[src/sv/eight_bit_register_machine_execute_defines.svh]
// Assertion macros for the register machine execute unit.
// Used by eight_bit_register_machine_execute.sv; expects clk and arst_n in scope.
`ifndef EIGHT_BIT_REGISTER_MACHINE_EXECUTE_DEFINES_SVH
`define EIGHT_BIT_REGISTER_MACHINE_EXECUTE_DEFINES_SVH

// Same-cycle implication, disabled while in reset
`define EBRM_ASSERT_IMP(name, ante, cons, msg) \
	name: assert property (@(posedge clk) disable iff (!arst_n) (ante) |-> (cons)) \
		else $error(msg);

// Next-cycle implication, disabled while in reset
`define EBRM_ASSERT_NXT(name, ante, cons, msg) \
	name: assert property (@(posedge clk) disable iff (!arst_n) (ante) |=> (cons)) \
		else $error(msg);

`endif

[src/sv/ebrm_pkg.sv]
// Shared types and constants of the register machine execute unit.
// No dependencies.
package ebrm_pkg;

	localparam int DATA_W = 8;
	localparam int WORD_W = 16;
	// widest intermediate: 8-bit unsigned times 16-bit signed
	localparam int FULL_W = 25;
	localparam int DIV_W  = 16;
	localparam int CNT_W  = 5;

	typedef enum logic [3:0] {
		CMD_IN    = 4'd0,
		CMD_OUT   = 4'd1,
		CMD_MOV   = 4'd2,
		CMD_ADD   = 4'd3,
		CMD_SUB   = 4'd4,
		CMD_MUL   = 4'd5,
		CMD_DIV   = 4'd6,
		CMD_INC   = 4'd7,
		CMD_DEC   = 4'd8,
		CMD_ROL   = 4'd9,
		CMD_ROR   = 4'd10,
		CMD_SHL   = 4'd11,
		CMD_SHR   = 4'd12,
		CMD_LOAD  = 4'd13,
		CMD_STORE = 4'd14
	} ebrm_cmd_t;

	typedef enum logic [1:0] {
		SRC_REG = 2'd0,
		SRC_IMM = 2'd1,
		SRC_MEM = 2'd2
	} ebrm_src_t;

	typedef enum logic [3:0] {
		ST_IDLE,
		ST_GET_D,
		ST_GET_S,
		ST_ADDR_DIV,
		ST_MEM_RD,
		ST_MEM_DATA,
		ST_SRC,
		ST_QUO_DIV,
		ST_ALU,
		ST_EXEC
	} ebrm_state_t;

endpackage

[src/sv/ebrm_ram.sv]
// Generic single-write, single-read RAM with registered read data.
// No dependencies.
module ebrm_ram #(
	parameter int WIDTH = 8,
	parameter int DEPTH = 64
) (
	input  logic                     clk,
	input  logic                     we,
	input  logic [$clog2(DEPTH)-1:0] waddr,
	input  logic [WIDTH-1:0]         wdata,
	input  logic [$clog2(DEPTH)-1:0] raddr,
	output logic [WIDTH-1:0]         rdata
);

	logic [WIDTH-1:0] mem_q [DEPTH];

	// write port and registered read port
	always_ff @(posedge clk) begin
		if (we) begin
			mem_q[waddr] <= wdata;
		end
		rdata <= mem_q[raddr];
	end

endmodule

[src/sv/eight_bit_register_machine_execute.sv]
// Execute unit of a small 8-bit register machine: register file and data memory in RAMs.
// Depends on ebrm_pkg, ebrm_ram and eight_bit_register_machine_execute_defines.svh.
//
//   channel | handshake            | payload
//   --------+----------------------+-----------------------------------------------
//   in      | in_valid / in_stall  | command dest_reg src_kind src_reg immediate
//           |                      | shift_count io_value
//   out     | out_valid / out_stall| out_value overflow underflow carry zero
//           |                      | div_error step_count
//
// One item at a time. A plain item passes through two register file reads,
// operand select, ALU and commit before the next accept. A memory operand or
// LOAD/STORE adds the data memory read, plus the address remainder in the
// divider when MEM_WORDS is not a power of two. DIV adds the quotient steps in the
// shared shift-subtract divider. Reset needs no clearing pass: per-entry valid
// bits make unwritten entries read as zero. A result waiting on out_stall holds
// commit until the output register frees; no new item is accepted meanwhile.
`include "eight_bit_register_machine_execute_defines.svh"

module eight_bit_register_machine_execute
	import ebrm_pkg::*;
#(
	parameter int NUM_REGS  = 7,
	parameter int MEM_WORDS = 64
) (
	input  logic               clk,
	input  logic               arst_n,
	input  logic               in_valid,
	output logic               in_stall,
	input  logic [3:0]         command,
	input  logic [2:0]         dest_reg,
	input  logic [1:0]         src_kind,
	input  logic [2:0]         src_reg,
	input  logic signed [15:0] immediate,
	input  logic [2:0]         shift_count,
	input  logic signed [15:0] io_value,
	output logic               out_valid,
	input  logic               out_stall,
	output logic [7:0]         out_value,
	output logic               overflow,
	output logic               underflow,
	output logic               carry,
	output logic               zero,
	output logic               div_error,
	output logic [15:0]        step_count
);

	localparam int RA_W = $clog2(NUM_REGS);
	localparam int MA_W = $clog2(MEM_WORDS);
	localparam bit MEM_POW2 = ((MEM_WORDS & (MEM_WORDS - 1)) == 0);

	function automatic logic signed [FULL_W-1:0] zext8(input logic [DATA_W-1:0] v);
		return {{(FULL_W-DATA_W){1'b0}}, v};
	endfunction

	ebrm_state_t state_q, state_d;

	// latched item
	logic [3:0]              cmd_q;
	logic [2:0]              dst_q, srr_q, cnt_q;
	logic [1:0]              kind_q;
	logic signed [WORD_W-1:0] imm_q, iov_q;

	// operands
	logic [DATA_W-1:0] d_q, sreg_q, mval_q;
	logic [MA_W-1:0]   addr_q;

	// divider
	logic [DIV_W-1:0] rem_q, quo_q, dvs_q;
	logic [CNT_W-1:0] div_cnt_q;

	// ALU results
	logic signed [FULL_W-1:0] full_q;
	logic              flags_q, derr_q, reg_we_q, mem_we_q;
	logic [DATA_W-1:0] res_q;

	// valid bits and their registered read copies
	logic [NUM_REGS-1:0]  reg_valid_q;
	logic [MEM_WORDS-1:0] mem_valid_q;
	logic                 reg_rv_q, mem_rv_q;

	// output register and counter
	logic              out_valid_q, ovf_q, unf_q, zero_q, derr_out_q;
	logic [DATA_W-1:0] out_value_q;
	logic [15:0]       instr_count_q;

	// RAM ports
	logic [RA_W-1:0]   reg_raddr, reg_waddr;
	logic [DATA_W-1:0] reg_rdata;
	logic              reg_we;
	logic [MA_W-1:0]   mem_raddr;
	logic [DATA_W-1:0] mem_rdata;
	logic              mem_we;

	logic commit, out_free, div_load_addr, div_load_quo, div_step;

	ebrm_ram #(.WIDTH(DATA_W), .DEPTH(NUM_REGS)) u_reg_ram (
		.clk   (clk),
		.we    (reg_we),
		.waddr (reg_waddr),
		.wdata (res_q),
		.raddr (reg_raddr),
		.rdata (reg_rdata)
	);

	ebrm_ram #(.WIDTH(DATA_W), .DEPTH(MEM_WORDS)) u_data_ram (
		.clk   (clk),
		.we    (mem_we),
		.waddr (addr_q),
		.wdata (d_q),
		.raddr (mem_raddr),
		.rdata (mem_rdata)
	);

	// register index range checks; out-of-range reads give zero
	logic dst_ok, srr_ok;
	assign dst_ok = int'(dst_q) < NUM_REGS;
	assign srr_ok = int'(srr_q) < NUM_REGS;

	logic [DATA_W-1:0] d_now, sreg_now, mem_now;
	assign d_now    = (dst_ok && reg_rv_q) ? reg_rdata : '0;
	assign sreg_now = (srr_ok && reg_rv_q) ? reg_rdata : '0;
	assign mem_now  = mem_rv_q ? mem_rdata : '0;

	// command classes
	logic is_ldst, is_binop, need_addr;
	assign is_ldst  = (cmd_q == CMD_LOAD) || (cmd_q == CMD_STORE);
	assign is_binop = (cmd_q == CMD_MOV) || (cmd_q == CMD_ADD) || (cmd_q == CMD_SUB)
		|| (cmd_q == CMD_MUL) || (cmd_q == CMD_DIV);
	assign need_addr = is_ldst || (is_binop && (kind_q != SRC_REG) && (kind_q != SRC_IMM));

	// memory address before reduction; masked form for power-of-two sizes
	logic [DIV_W-1:0] addr_src, addr_mask;
	assign addr_src  = (kind_q == SRC_IMM) ? $unsigned(imm_q) : {{(DIV_W-DATA_W){1'b0}}, sreg_now};
	assign addr_mask = {{(DIV_W-MA_W){1'b0}}, addr_src[MA_W-1:0]};

	// source operand
	logic signed [WORD_W-1:0] src_val;
	logic [WORD_W-1:0]        src_mag;
	logic                     src_neg;
	always_comb begin
		unique case (kind_q)
			SRC_REG: src_val = {{(WORD_W-DATA_W){1'b0}}, sreg_q};
			SRC_IMM: src_val = imm_q;
			default: src_val = {{(WORD_W-DATA_W){1'b0}}, mval_q};
		endcase
	end
	assign src_neg = src_val[WORD_W-1];
	assign src_mag = src_neg ? (~$unsigned(src_val) + 16'd1) : $unsigned(src_val);

	// one restoring divide step
	logic [DIV_W:0]   div_shift;
	logic [DIV_W+1:0] div_diff;
	logic             div_ge;
	logic [DIV_W-1:0] div_rem_n;
	assign div_shift = {rem_q, quo_q[DIV_W-1]};
	assign div_diff  = {1'b0, div_shift} - {2'b00, dvs_q};
	assign div_ge    = !div_diff[DIV_W+1];
	assign div_rem_n = div_ge ? div_diff[DIV_W-1:0] : div_shift[DIV_W-1:0];

	// next state
	always_comb begin
		state_d = state_q;
		unique case (state_q)
			ST_IDLE:     if (in_valid) state_d = ST_GET_D;
			ST_GET_D:    state_d = ST_GET_S;
			ST_GET_S: begin
				if (!need_addr) begin
					state_d = ST_SRC;
				end else if (MEM_POW2) begin
					state_d = ST_MEM_RD;
				end else begin
					state_d = ST_ADDR_DIV;
				end
			end
			ST_ADDR_DIV: if (div_cnt_q == CNT_W'(1)) state_d = ST_MEM_RD;
			ST_MEM_RD:   state_d = ST_MEM_DATA;
			ST_MEM_DATA: state_d = ST_SRC;
			ST_SRC: begin
				if ((cmd_q == CMD_DIV) && (src_val != '0)) begin
					state_d = ST_QUO_DIV;
				end else begin
					state_d = ST_ALU;
				end
			end
			ST_QUO_DIV:  if (div_cnt_q == CNT_W'(1)) state_d = ST_ALU;
			ST_ALU:      state_d = ST_EXEC;
			ST_EXEC:     if (out_free) state_d = ST_IDLE;
			default:     state_d = ST_IDLE;
		endcase
	end

	// control outputs
	always_comb begin
		in_stall      = (state_q != ST_IDLE);
		out_free      = !out_valid_q || !out_stall;
		commit        = (state_q == ST_EXEC) && out_free;
		reg_raddr     = (state_q == ST_IDLE) ? RA_W'(dest_reg) : RA_W'(srr_q);
		reg_waddr     = RA_W'(dst_q);
		reg_we        = commit && reg_we_q && dst_ok;
		mem_raddr     = MA_W'(rem_q);
		mem_we        = commit && mem_we_q;
		div_load_addr = (state_q == ST_GET_S) && need_addr;
		div_load_quo  = (state_q == ST_SRC) && (cmd_q == CMD_DIV) && (src_val != '0);
		div_step      = (state_q == ST_ADDR_DIV) || (state_q == ST_QUO_DIV);
	end

	// ALU on the gathered operands
	logic [2*DATA_W-1:0]      rol2, ror2;
	logic [DATA_W-1:0]        inc8, dec8, shl8, shr8;
	logic signed [FULL_W-1:0] mul_p, quo_ext;
	logic signed [FULL_W-1:0] full_c;
	logic                     flags_c, derr_c, reg_we_c, mem_we_c;
	logic [DATA_W-1:0]        res_c;

	assign rol2    = {d_q, d_q} << cnt_q;
	assign ror2    = {d_q, d_q} >> cnt_q;
	assign inc8    = d_q + 8'd1;
	assign dec8    = d_q - 8'd1;
	assign shl8    = d_q << cnt_q;
	assign shr8    = d_q >> cnt_q;
	assign mul_p   = $signed({1'b0, d_q}) * src_val;
	assign quo_ext = zext8(quo_q[DATA_W-1:0]);

	always_comb begin
		full_c   = '0;
		flags_c  = 1'b0;
		derr_c   = 1'b0;
		res_c    = d_q;
		reg_we_c = 1'b0;
		mem_we_c = 1'b0;
		unique case (cmd_q)
			CMD_IN:  begin full_c = FULL_W'(iov_q); flags_c = 1'b1; end
			CMD_OUT: ;
			CMD_MOV: begin full_c = FULL_W'(src_val); flags_c = 1'b1; end
			CMD_ADD: begin full_c = zext8(d_q) + FULL_W'(src_val); flags_c = 1'b1; end
			CMD_SUB: begin full_c = zext8(d_q) - FULL_W'(src_val); flags_c = 1'b1; end
			CMD_MUL: begin full_c = mul_p; flags_c = 1'b1; end
			CMD_DIV: begin
				if (src_val != '0) begin
					full_c  = src_neg ? -quo_ext : quo_ext;
					flags_c = 1'b1;
				end else begin
					derr_c = 1'b1;
				end
			end
			CMD_INC:   begin full_c = zext8(inc8); flags_c = 1'b1; end
			CMD_DEC:   begin full_c = zext8(dec8); flags_c = 1'b1; end
			CMD_ROL:   begin full_c = zext8(rol2[2*DATA_W-1:DATA_W]); flags_c = 1'b1; end
			CMD_ROR:   begin full_c = zext8(ror2[DATA_W-1:0]); flags_c = 1'b1; end
			CMD_SHL:   begin full_c = zext8(shl8); flags_c = 1'b1; end
			CMD_SHR:   begin full_c = zext8(shr8); flags_c = 1'b1; end
			CMD_LOAD:  begin res_c = mval_q; reg_we_c = 1'b1; end
			CMD_STORE: mem_we_c = 1'b1;
			default: ;
		endcase
		if (flags_c) begin
			res_c    = full_c[DATA_W-1:0];
			reg_we_c = 1'b1;
		end
	end

	// control state
	always_ff @(posedge clk or negedge arst_n) begin
		if (!arst_n) begin
			state_q       <= ST_IDLE;
			out_valid_q   <= 1'b0;
			instr_count_q <= '0;
			reg_valid_q   <= '0;
			mem_valid_q   <= '0;
			div_cnt_q     <= '0;
		end else begin
			state_q <= state_d;
			if (commit) begin
				out_valid_q   <= 1'b1;
				instr_count_q <= instr_count_q + 16'd1;
			end else if (!out_stall) begin
				out_valid_q <= 1'b0;
			end
			if (reg_we) begin
				reg_valid_q[reg_waddr] <= 1'b1;
			end
			if (mem_we) begin
				mem_valid_q[addr_q] <= 1'b1;
			end
			if (div_load_addr) begin
				div_cnt_q <= CNT_W'(DIV_W);
			end else if (div_load_quo) begin
				div_cnt_q <= CNT_W'(DATA_W);
			end else if (div_step) begin
				div_cnt_q <= div_cnt_q - CNT_W'(1);
			end
		end
	end

	// datapath registers
	always_ff @(posedge clk) begin
		reg_rv_q <= reg_valid_q[reg_raddr];
		mem_rv_q <= mem_valid_q[mem_raddr];

		if ((state_q == ST_IDLE) && in_valid) begin
			cmd_q  <= command;
			dst_q  <= dest_reg;
			kind_q <= src_kind;
			srr_q  <= src_reg;
			imm_q  <= immediate;
			cnt_q  <= shift_count;
			iov_q  <= io_value;
		end
		if (state_q == ST_GET_D) d_q <= d_now;
		if (state_q == ST_GET_S) sreg_q <= sreg_now;
		if (state_q == ST_MEM_RD) addr_q <= MA_W'(rem_q);
		if (state_q == ST_MEM_DATA) mval_q <= mem_now;

		// shared divider: address remainder or quotient
		if (div_load_addr) begin
			rem_q <= MEM_POW2 ? addr_mask : '0;
			quo_q <= addr_src;
			dvs_q <= DIV_W'(MEM_WORDS);
		end else if (div_load_quo) begin
			rem_q <= '0;
			quo_q <= {d_q, {(DIV_W-DATA_W){1'b0}}};
			dvs_q <= src_mag;
		end else if (div_step) begin
			rem_q <= div_rem_n;
			quo_q <= {quo_q[DIV_W-2:0], div_ge};
		end

		if (state_q == ST_ALU) begin
			full_q   <= full_c;
			flags_q  <= flags_c;
			derr_q   <= derr_c;
			res_q    <= res_c;
			reg_we_q <= reg_we_c;
			mem_we_q <= mem_we_c;
		end

		// result register
		if (commit) begin
			out_value_q <= dst_ok ? res_q : '0;
			ovf_q       <= flags_q && (full_q > 255);
			unf_q       <= flags_q && (full_q < 0);
			zero_q      <= flags_q && (full_q == 0);
			derr_out_q  <= derr_q;
		end
	end

	assign out_valid  = out_valid_q;
	assign out_value  = out_value_q;
	assign overflow   = ovf_q;
	assign carry      = ovf_q;
	assign underflow  = unf_q;
	assign zero       = zero_q;
	assign div_error  = derr_out_q;
	assign step_count = instr_count_q;

	`EBRM_ASSERT_NXT(a_accept_starts, in_valid && !in_stall, state_q == ST_GET_D, "accepted item did not start")
	`EBRM_ASSERT_NXT(a_count_on_commit, commit, out_valid && (step_count == $past(instr_count_q) + 16'd1), "step count did not advance on commit")
	`EBRM_ASSERT_IMP(a_flag_pair, out_valid, !(overflow && underflow) && (carry == overflow), "inconsistent range flags")
	`EBRM_ASSERT_IMP(a_div_error_alone, out_valid && div_error, !overflow && !underflow && !zero, "flags set with divide error")
	`EBRM_ASSERT_IMP(a_write_on_commit, reg_we || mem_we, (state_q == ST_EXEC) && out_free, "state written outside commit")

endmodule
[config.mk]
export PLATFORM = sky130hd
export DESIGN_NAME = eight_bit_register_machine_execute
export DESIGN_NICKNAME = d
export VERILOG_FILES = /design/src/sv/ebrm_pkg.sv /design/src/sv/ebrm_ram.sv /design/src/sv/eight_bit_register_machine_execute.sv
export VERILOG_INCLUDE_DIRS = /design/src /design/src/sv
export SDC_FILE = /design/constraint.sdc
export NUM_CORES = 1
export LEC_CHECK = 0
export BUFFER_PORTS_ARGS = -buffer_cell sky130_fd_sc_hd__clkbuf_2
export CAP_MARGIN = 40
export CELL_PAD_IN_SITES_DETAIL_PLACEMENT = 0
export CELL_PAD_IN_SITES_GLOBAL_PLACEMENT = 1
export CORE_MARGIN = 2
export CORE_UTILIZATION = 40
export CTS_BUF_LIST = sky130_fd_sc_hd__clkbuf_4 sky130_fd_sc_hd__clkbuf_8
export DETAILED_ROUTE_END_ITERATION = 10
export MAX_ROUTING_LAYER = met4
export PLACE_DENSITY_LB_ADDON = 0.08
export SLEW_MARGIN = 5
export SYNTH_ARGS = -nofsm -noshare
export SYNTH_HDL_FRONTEND = slang
export SYNTH_SLANG_ARGS = --single-unit
[constraint.sdc]
create_clock -name clk -period 17.4 [get_ports clk]
set_clock_uncertainty 0.15 [all_clocks]
set_input_delay 0.87 -clock clk [delete_from_list [all_inputs] [get_ports clk]]
set_output_delay 0.87 -clock clk [all_outputs]
set_load 0.01 [all_outputs]
==> results by group <==
Status
  – Outcome: completed

Power
  – Switching Power: 2.99 mW
  – Leakage power: 18.0 nW
  – Switching fraction of total power: 0.376
  – Share of power burned in combinational logic: 0.420
  – Cell internal pwr: around 5.0 mW
  – Sequential power share: 0.336
  – Peak VDD IR: 0.148 mV
  – Pwr Total: 7.95 mW
  – Pwr per Cell Area: between 150 and 200 nW/um^2
  – Clock Power Share: 0.244

Worst setup path
  – CP dominant cell by count: fa_1
  – CP max stage cell: and2_1
  – Reg2Reg Capture Point: full_q[23]$_DFFE_PP_
  – R2R Path Start: kind_q[0]$_DFFE_PP_
  – Critical Path End Type: flip-flop
  – R2R setup slack: 10.82 ns
  – CP max FO: 54
  – Critical setup path kind: reg2reg
  – Reg2Reg Depth: 16
  – Worst path max stage delay: 0.68 ns
  – Critical path cell sequence: nor2b_2 -> buf_4 -> and2_1 -> nand2_1 -> inv_1 -> fa_1 -> fa_1 -> fa_1 -> fa_1 -> ha_1 -> a21o_1 -> a22o_1 -> a211oi_1 -> nor4b_1 -> o31a_1 -> nand3b_1
  – Critical path startpoint category: flip-flop
  – Arr. time, crit path: roughly 7 ns
  – WP data required: 17.78 ns

Die
  – Die Area: 107000 um^2
  – Die width: 327 um
  – Die extent in y: 327 um
  – Io pins: a little over 80
  – Core area: a little over 100000 um^2
  – Std-Cell Rows: 118
  – Starting Density: 0.404

Synth
  – Synthesized area: 41800 um^2
  – Post-synth net total: 3154
  – Cells after synthesis: slightly below 3000
  – Synthesis warning total: 0
  – Sequential fraction of the synthesis area: 0.594
  – Post-synthesis register bit count: 857
  – Post-synth EDFFs: 716
  – Post-synth ARST share: 0.113
  – Main synth FF type: edfxtp_1
  – Syn avg cell area: 14.4 um^2
  – Synth cell types: 86

Timing
  – # setup viols final: 0
  – Tmin final: 6.58 ns
  – Fmax achieved: 152 MHz
  – Slew headroom: 0.321
  – Slew Limit Fails: 0
  – RSZ-0062 raised after global routing: false
  – Fin Setup TNS: 0 ns
  – Period utilisation layout: 0.378
  – Final Hold Violating Endpoints: 0
  – Slew @ Worst Pin: around 1.0 ns

Cells and area
  – Fillers: 9199
  – Most frequent cells in the layout: edfxtp_1 (716), mux4_2 (201), inv_1 (197)
  – Synth-to-layout area growth: 14.0%
  – Commonest non-fill, non-tap cell in the layout: edfxtp_1
  – Multi-input gate area: 15700 um^2
  – Layout cells sized above 1: 0.235
  – Layout Nets: 3357
  – Register area: 24800 um^2

Detailed routing
  – DRT antenna net count: 0
  – DR WL/cell: 24.8 um
  – Vias: around 25000
  – Pre-antenna DRT Iters: 6
  – # DRC: 0
  – Via density: 5.45
  – Final WL: roughly 110000 um
  – DR iter-0 viols: 2036

Global routing
  – Largest net degree at the start of global routing: 148
  – Met3 Use GR: 0.0379
  – GR peak layer: met2
  – Antenna violations before repair: 4
  – First-pass GRT wire length: 173000 um
  – Gr usage total: 0.224
  – GRT Residual Overflow: 0
  – Vias in the first global route: 26363
  – Grt met2 use: 0.353
  – GRT met1 Usage: 0.299

Clock network
  – CTS sink cnt: 857
  – Post-CTS Resized: 0
  – CTS tree: done
  – CTS Buf Count: 150
  – Htree depth: 4
  – Clk buf depth: 3
  – Clock root buffer master: clkbuf_8
  – Clock transition at path regs: 0.08 ns
  – Worst skew pair latency: 0.82 ns

Hold path
  – Hold Path End: iov_q[6]$_DFFE_PP_
  – Hold crit path type: in2reg
  – HP Start: io_value[6]
  – Worst Hold Depth: 1

Placed design
  – I/O Buffers: 81
  – Hpwl dp: 76900 um
  – Routability Congestion: 0.895

Job
  – Max cap viols: 0
[synthesized netlist by cell type (11+ instances only)]
cell type / instances / share of area
a211oi_1: 17 / 0.0031
a21o_1: 17 / 0.0031
a21oi_1: 64 / 0.0077
and2_1: 62 / 0.0093
and3_1: 53 / 0.0079
buf_1: 20 / 0.0018
buf_2: 16 / 0.0019
clkbuf_1: 113 / 0.010
dfrtp_1: 97 / 0.058
dfxtp_1: 44 / 0.021
edfxtp_1: 716 / 0.51
fa_1: 106 / 0.051
ha_1: 97 / 0.029
inv_1: 197 / 0.018
mux2_2: 13 / 0.0035
mux2i_1: 45 / 0.011
mux4_2: 201 / 0.11
nand2_1: 183 / 0.016
nand2b_1: 19 / 0.0028
nand3_1: 49 / 0.0059
nand4_1: 17 / 0.0025
nor2_1: 184 / 0.017
nor2b_1: 19 / 0.0028
nor3_1: 40 / 0.0048
o211ai_1: 38 / 0.0068
o21a_1: 11 / 0.0020
o21ai_0: 90 / 0.011
o21bai_1: 13 / 0.0023
o22ai_1: 18 / 0.0027
o31ai_1: 12 / 0.0022
or2_2: 74 / 0.011
xnor2_1: 38 / 0.0080
xor2_1: 38 / 0.0080
[sequential cells by signal, summed over array words and instances (netlist names), 16 cells and up]
signal and count:
mem_valid_q 64, u_data_ram.mem_q 512, full_q 25, imm_q 16
rem_q 16, quo_q 16, dvs_q 16, step_count 16
iov_q 16, u_reg_ram.mem_q 56
[cells by family (layout without fill, tap and decap cells)]
| group | Yosys count | in the layout | synth area share |
|---|---|---|---|
| other | 0 | 7 | 0 |
| flip-flops | 857 | 857 | 0.594 |
| AO/OA/AOI/OAI | 389 | 389 | 0.0629 |
| adder cells (fa/ha/maj) | 203 | 203 | 0.0798 |
| multiplexers | 259 | 259 | 0.123 |
| XOR/XNOR | 76 | 76 | 0.0159 |
| AND/OR/NAND/NOR | 768 | 768 | 0.0929 |
| buffers and inverters | 348 | 674 | 0.0318 |
[how the worst max path moves through the flow]
stage                                    start              endpoint  slack (ns)
after CTS                  kind_q[0]$_DFFE_PP_  full_q[23]$_DFFE_PP_       10.80
after global placement    d_q[0]$_SDFFCE_PN0P_  full_q[23]$_DFFE_PP_       10.90
final                      kind_q[0]$_DFFE_PP_  full_q[23]$_DFFE_PP_       10.82
after detailed placement   kind_q[0]$_DFFE_PP_  full_q[23]$_DFFE_PP_       10.84
after global routing       kind_q[1]$_DFFE_PP_  full_q[23]$_DFFE_PP_       10.37
after floorplan           d_q[2]$_SDFFCE_PN0P_  full_q[23]$_DFFE_PP_       11.19
[power by group through the flow]
| stage | Sequential [mW] | Clock (mW) | Combinational [mW] |
|---|---|---|---|
| finish | 2.67 | 1.94 | 3.34 |
| global route | 2.69 | 2.09 | 3.69 |
| CTS | 2.67 | 2.00 | 3.38 |
| detailed placement | 2.71 | 0 | 3.36 |
| global placement | 2.73 | 0 | 3.27 |
| floorplan | 2.69 | 0 | 2.29 |
[routing by layer]
layer | vias up | wire (um)
met2 | 703 | 54800
met5 | - | 0
met3 | 177 | 5930
met4 | 0 | 2900
li1 | 11334 | -
met1 | 12932 | 50600
[per-stage QoR]
step	hold slack (ns)	instances	utilization	area, um^2	worst slack [ns]
detailed placement	0.297	4324	0.429	44400	10.84
finish	0.0837	4613	0.460	47600	10.82
global placement	0.294	4262	0.423	43800	10.90
floorplan	0.250	2900	-	41800	11.19
global route	0.0291	4610	0.460	47600	10.37
CTS	0.00133	4603	0.460	47600	10.80
[worst max-delay path: cells and delay by family, from the launching register on]
family | cells | cell delay (ns)
buffers and inverters | 2 | 0.59
DFF | 1 | 0.62
adders and majority gates | 5 | 2.50
AOI/OAI and AO/OA | 4 | 1.03
and+or+nand+nor | 5 | 1.37
[repair_timing]
item                                   4_1_cts  5_1_grt
setup endpoints to repair                    0        0
hold buffers                                 4        0
endpoints found under the hold margin       46        0
buffers inserted                             0        0
[final cells by class]
class                           instances  area share
Tap cell                             1380      0.0363
Antenna cell                            7    0.000368
Clock inverter                         71      0.0128
Sequential cell                       857       0.521
Clock buffer                          204      0.0533
Timing Repair Buffer                  201      0.0313
Inverter                              198      0.0156
Multi-Input combinational cell       1695       0.329
Power figures use the tool's default switching activity.
